==> src/rtl/model_transform_matrix_builder_top_defines.svh <==
// ----------------------------------------------------------------------------
// model_transform_matrix_builder_top_defines
// Assertion macros for the model matrix builder.
// ----------------------------------------------------------------------------
`ifndef MODEL_TRANSFORM_MATRIX_BUILDER_TOP_DEFINES_SVH
`define MODEL_TRANSFORM_MATRIX_BUILDER_TOP_DEFINES_SVH
// Check a property at every rising clock edge outside reset.
`define MMB_ASSERT(lbl, prop, msg) \
  lbl: assert property (@(posedge clk_i) disable iff (!rst_ni) (prop)) else $error(msg);
// Check that a signal holds while it is stalled.
`define MMB_ASSERT_HOLD(lbl, vld, rdy, sig, msg) \
  lbl: assert property (@(posedge clk_i) disable iff (!rst_ni) \
    ((vld) && !(rdy) |=> $stable(sig))) else $error(msg);
`endif

==> src/rtl/mmb_pkg.sv <==
// ----------------------------------------------------------------------------
// mmb_pkg
// Types, constants and fixed-point helpers of the model matrix builder.
// ----------------------------------------------------------------------------
package mmb_pkg;
  localparam int FracBits    = 16;
  localparam int CordicSteps = 16;
  // input stage, reduction, CORDIC steps, quadrant map, three product stages
  localparam int PipeDepth   = CordicSteps + 6;
  localparam logic signed [31:0] One = 32'sd1 <<< FracBits;
  localparam logic signed [31:0] CordicGain = 32'sd652032874;
  localparam logic signed [31:0] Q30One = 32'sd1073741824;

  localparam logic signed [31:0] AtanTab [CordicSteps] = '{
    32'sd2949120, 32'sd1740967, 32'sd919879, 32'sd466945, 32'sd234379,
    32'sd117300, 32'sd58666, 32'sd29335, 32'sd14668, 32'sd7334, 32'sd3667,
    32'sd1833, 32'sd917, 32'sd458, 32'sd229, 32'sd115};

  typedef enum logic [0:0] {FUNC_2D = 1'b0, FUNC_3D = 1'b1} func_e;

  // CORDIC lane state
  typedef struct packed {
    logic signed [31:0] x;
    logic signed [31:0] y;
    logic signed [31:0] z;
    logic        [1:0]  quad;
    logic               zero;
  } cord_t;

  // Per-item side payload carried along the pipe
  typedef struct packed {
    logic signed [31:0] tx;
    logic signed [31:0] ty;
    logic signed [31:0] tz;
    logic signed [31:0] sx;
    logic signed [31:0] sy;
    logic signed [31:0] sz;
  } side_t;

  function automatic logic signed [31:0] sat32(input logic signed [63:0] v);
    logic signed [31:0] r;
    if (v > 64'sd2147483647) r = 32'sh7fffffff;
    else if (v < -64'sd2147483648) r = 32'sh80000000;
    else r = v[31:0];
    return r;
  endfunction

  // Q multiply with rounding and saturation
  function automatic logic signed [31:0] fmul(input logic signed [31:0] a,
                                               input logic signed [31:0] b);
    logic signed [63:0] p;
    p = 64'(a) * 64'(b) + (64'sd1 <<< (FracBits - 1));
    return sat32(p >>> FracBits);
  endfunction

  function automatic logic signed [31:0] q30_to_frac(input logic signed [31:0] v);
    logic signed [32:0] c;
    c = 33'(v);
    if (v < 0) c = '0;
    if (v > Q30One) c = 33'(Q30One);
    c = c + (33'sd1 <<< (29 - FracBits));
    return 32'(c >>> (30 - FracBits));
  endfunction
endpackage

==> src/rtl/mmb_sincos.sv <==
// ----------------------------------------------------------------------------
// mmb_sincos
// Pipelined sine/cosine: angle reduction, 16 CORDIC stages, quadrant map.
// ----------------------------------------------------------------------------
module mmb_sincos import mmb_pkg::*; (
  input  logic               clk_i,
  input  logic               en_i,
  input  logic signed [15:0] angle_i,
  output logic signed [31:0] sin_o,
  output logic signed [31:0] cos_o
);
  cord_t st_q [CordicSteps+1];
  cord_t red_d;
  logic signed [15:0] a_w;
  logic        [14:0] a_red;
  logic        [14:0] r_w;
  logic signed [31:0] c_w, s_w;
  logic signed [31:0] sin_q, cos_q;

  // Reduce into one turn: |angle| < 2 turns so one or two add/compares do it.
  always_comb begin
    a_w = angle_i;
    if (a_w < 0) a_w = a_w + 16'sd23040;
    if (a_w < 0) a_w = a_w + 16'sd23040;
    if (a_w >= 16'sd23040) a_w = a_w - 16'sd23040;
    a_red = a_w[14:0];
    red_d = '0;
    if (a_red >= 15'd17280) begin
      red_d.quad = 2'd3; r_w = a_red - 15'd17280;
    end else if (a_red >= 15'd11520) begin
      red_d.quad = 2'd2; r_w = a_red - 15'd11520;
    end else if (a_red >= 15'd5760) begin
      red_d.quad = 2'd1; r_w = a_red - 15'd5760;
    end else begin
      red_d.quad = 2'd0; r_w = a_red;
    end
    red_d.zero = (r_w == '0);
    red_d.x = CordicGain;
    red_d.y = '0;
    red_d.z = 32'({r_w, 10'b0});
  end

  always_ff @(posedge clk_i) begin
    if (en_i) st_q[0] <= red_d;
  end

  for (genvar i = 0; i < CordicSteps; i++) begin : g_step
    cord_t nx;
    always_comb begin
      nx = st_q[i];
      if (st_q[i].z >= 0) begin
        nx.x = st_q[i].x - (st_q[i].y >>> i);
        nx.y = st_q[i].y + (st_q[i].x >>> i);
        nx.z = st_q[i].z - AtanTab[i];
      end else begin
        nx.x = st_q[i].x + (st_q[i].y >>> i);
        nx.y = st_q[i].y - (st_q[i].x >>> i);
        nx.z = st_q[i].z + AtanTab[i];
      end
    end
    always_ff @(posedge clk_i) begin
      if (en_i) st_q[i+1] <= nx;
    end
  end

  always_comb begin
    c_w = st_q[CordicSteps].zero ? One : q30_to_frac(st_q[CordicSteps].x);
    s_w = st_q[CordicSteps].zero ? '0  : q30_to_frac(st_q[CordicSteps].y);
  end

  always_ff @(posedge clk_i) begin
    if (en_i) begin
      case (st_q[CordicSteps].quad)
        2'd0:    begin sin_q <= s_w;  cos_q <= c_w;  end
        2'd1:    begin sin_q <= c_w;  cos_q <= -s_w; end
        2'd2:    begin sin_q <= -s_w; cos_q <= -c_w; end
        default: begin sin_q <= -c_w; cos_q <= s_w;  end
      endcase
    end
  end

  assign sin_o = sin_q;
  assign cos_o = cos_q;
endmodule

==> config.mk <==
export PLATFORM = sky130hd
export DESIGN_NAME = mmb_sincos
export DESIGN_NICKNAME = d
export VERILOG_FILES = /design/src/rtl/model_transform_matrix_builder_top_defines.svh /design/src/rtl/mmb_pkg.sv /design/src/rtl/mmb_sincos.sv
export SDC_FILE = /design/constraint.sdc
export NUM_CORES = 2
export LEC_CHECK = 0
export BUFFER_PORTS_ARGS = -buffer_cell sky130_fd_sc_hd__buf_2
export CORE_MARGIN = 2
export CORE_UTILIZATION = 40
export CTS_CLUSTER_SIZE = 10
export DETAILED_ROUTE_END_ITERATION = 10
export PLACE_DENSITY = 0.57
export SLEW_MARGIN = 20
export SYNTH_ARGS = -nofsm -noshare
export SYNTH_HDL_FRONTEND = slang
export SYNTH_SLANG_ARGS = --single-unit
==> constraint.sdc <==
create_clock -name clk_i -period 6.2 [get_ports clk_i]
set_input_delay 0.31 -clock clk_i [delete_from_list [all_inputs] [get_ports clk_i]]
set_output_delay 0.31 -clock clk_i [all_outputs]
set_load 0.03 [all_outputs]
==> impl_metrics.json <==
{
  "status": "finished, final reports clean",
  "met1Wirelength_mm": 127,
  "hold_viol": 0,
  "gr-usage-all-layers_pct": 19.3,
  "start_util_pct": 40.2,
  "crit_type": "flop to flop",
  "cts.sinks": 1443,
  "yosys_warnings": 0,
  "area_growth_pct": 9.53,
  "grt.overflow.total": 0,
  "path_max_fanout": 4,
  "netlist_area_um2": 114000,
  "timing.hold.ws_ps": 45.2,
  "rows": 195,
  "grt_max_degree": 174,
  "end_kind": "flop",
  "regArea_um2": 43300,
  "route.met2.wl_mm": 139,
  "utilization_pct": 44.1,
  "finalWorstSetupSlack_ps": 504,
  "post_cts_buffers": 0,
  "ys_seq_elements": 1443,
  "ys_seq_area_share_pct": 38.1,
  "syn_area_per_cell_um2": 9.90,
  "grt_pass1_vias": 84100,
  "clk-insertion-delay-late_ps": 840,
  "numPortBuffers": 81,
  "ios": 82,
  "die_x_um": 537,
  "hold_class": "input pin to flop",
  "rsz0062_at_grt": "false",
  "yosys.area.top_type_share_pct": 38.1,
  "cts_buffer_depth": 4,
  "wl_per_cell_um": 18.4,
  "avgViaCountPerCell": 5.54,
  "gp_congestion": 0.893,
  "cts-root-buf": "clkbuf_16",
  "first_pass_iters": 7,
  "async_flop_share_pct": 0,
  "synthFlopType": "edfxtp_1",
  "antenna_found_initial": 2,
  "core_um2": 283000,
  "cts_buffers": 186,
  "wl_met3_mm": 10.4,
  "drt-total-wl_mm": 286,
  "h-tree-depth": 4,
  "grt_pass1_wl_mm": 454,
  "dieArea_um2": 288000,
  "cts_resized": 0,
  "postRouteAntennaNets": 0,
  "yosys.cell_types.count": 100,
  "netlist_top_cells_area": "edfxtp_1 38%, ha_1 14%, xnor2_1 8.3%",
  "clk_pin_slew_ps": 60,
  "worstMarginPinSlew_ps": 1030,
  "setup_violations": 0,
  "startpoint_type": "flop",
  "vias": 86100,
  "worstPathArrival_ps": 6310,
  "maxCapViolCount": 0,
  "pre_cts_slack_ps": 624,
  "dp.final_hpwl_mm": 224,
  "fmax_mhz": 176,
  "die_height_um": 537,
  "cts_tree": "yes",
  "routed.top_layer": "met5",
  "period_share_pct": 91.9,
  "netlist_instances": 11500,
  "synth_edf_count": 1443,
  "drc_errors": 0,
  "drive_gt1_share_pct": 4.96,
  "slew_headroom_pct": 29.8,
  "yosysTopAreaCell": "edfxtp_1",
  "multi_input_area_um2": 68100,
  "fin_skew_ps": 85.6,
  "worstPathRequired_ps": 6820,
  "fin_setup_tns_ps": 0,
  "nets": 13000,
  "num-fill-cells": 26600,
  "drtIter0Drc": 5430,
  "post-route-min-period_ps": 5700,
  "slew_violations": 0
}
==> placed cells by master (no fill, tap or decap), types with 67 or more instances in the layout <==
| cell | instances |
|---|---|
| ha_1 | 1281 |
| or4_1 | 79 |
| xor2_1 | 542 |
| or2_2 | 75 |
| a21o_1 | 300 |
| o41ai_1 | 87 |
| and3_1 | 153 |
| a211oi_1 | 67 |
| o21a_1 | 197 |
| nand3_1 | 231 |
| o21ai_0 | 742 |
| a31oi_1 | 88 |
| or3_1 | 171 |
| buf_4 | 86 |
| edfxtp_1 | 1443 |
| xnor2_1 | 1083 |
| and2_1 | 71 |
| nand2_1 | 698 |
| o31ai_1 | 190 |
| nor4_1 | 74 |
| nand2b_1 | 238 |
| a21oi_1 | 903 |
| clkbuf_16 | 188 |
| nor2b_1 | 136 |
| nor2_1 | 933 |
| buf_2 | 80 |
| nor3_1 | 256 |
| inv_1 | 423 |
| o21bai_1 | 129 |
==> cell usage after synthesis (171+ instances only) <==
cell,n
ha_1,1281
nand3_1,231
nand2_1,698
a21oi_1,903
o21a_1,197
inv_1,423
xor2_1,542
o21ai_0,743
nor2_1,933
nand2b_1,238
xnor2_1,1083
a21o_1,300
o31ai_1,190
edfxtp_1,1443
nor3_1,256
or3_1,171
==> layer usage <==
| layer | vias up | track usage, % |
|---|---|---|
| li1 | 43200 | - |
| met1 | 40800 | 24.8 |
| met2 | 1660 | 34.0 |
| met3 | 433 | 1.96 |
| met4 | 2 | 5.98 |
| met5 | - | 0 |
==> what timing repair did <==
action,in CTS,in global routing
setup endpoints to repair,0,0
hold endpoints to repair,9,0
hold buffers,9,0
==> through the flow <==
stage          cells  cell area [um^2]
5_1_grt        15500            125000
2_1_floorplan  11500            114000
6_report       15500            125000
3_3_place_gp   15200            119000
3_5_place_dp   15200            119000
4_1_cts        15500            125000
==> kinds of logic (layout without fill, tap and decap cells) <==
group                    Yosys count  count (layout)  share of synthesized area (%)
adder cells (fa/ha/maj)         1315            1315                           14.7
AO/OA/AOI/OAI                   3170            3170                           17.8
AND/OR/NAND/NOR                 3251            3251                           14.0
multiplexers                      77              77                          0.800
buffers and inverters            601             905                           2.00
flip-flops                      1443            1443                           38.1
XOR/XNOR                        1627            1627                           12.6
other                              1               3                        0.00330
==> worst paths after layout <==
path	endpoint	slack [ps]	startpoint	depth (start not counted)
min reg2reg	st_q[0][113]	400	st_q[0][14]	0
min	st_q[0][879]	50	en_i	1
max	st_q[0][890]	500	st_q[0][739]	20
max reg2reg	st_q[0][890]	500	st_q[0][739]	20
==> critical path: stages (launching register included) <==
cell and delay, ps:
edfxtp_1 450, nor3_1 270, nand3b_1 150, or2_2 320, or3_1 390, or3_1 370
or4_1 470, or2_2 330, o21ai_0 210, xor2_1 170, ha_1 290, a21o_1 200
a21oi_1 180, inv_1 80, o21ai_0 180, o21ai_0 150, nor4_1 440, nor4_1 140
a2111o_1 400, a21oi_1 180, xnor2_1 90
==> flip-flops by register name, indices dropped and copies added, names as in the netlist <==
name / count
cos_o: 32
sin_o: 32
st_q: 1379
==> area by class of cell <==
class | count | share of cell area (%)
Antenna cell | 1 | 0.00201
Clock buffer | 232 | 3.91
Clock inverter | 51 | 0.397
Inverter | 432 | 1.30
Multi-Input combinational cell | 9442 | 54.7
Sequential cell | 1443 | 34.8
Tap cell | 3743 | 3.76
Timing Repair Buffer | 190 | 1.15
Power is not shown: default switching activity piles up to over one toggle a cycle in this logic, so the estimate is an artifact.
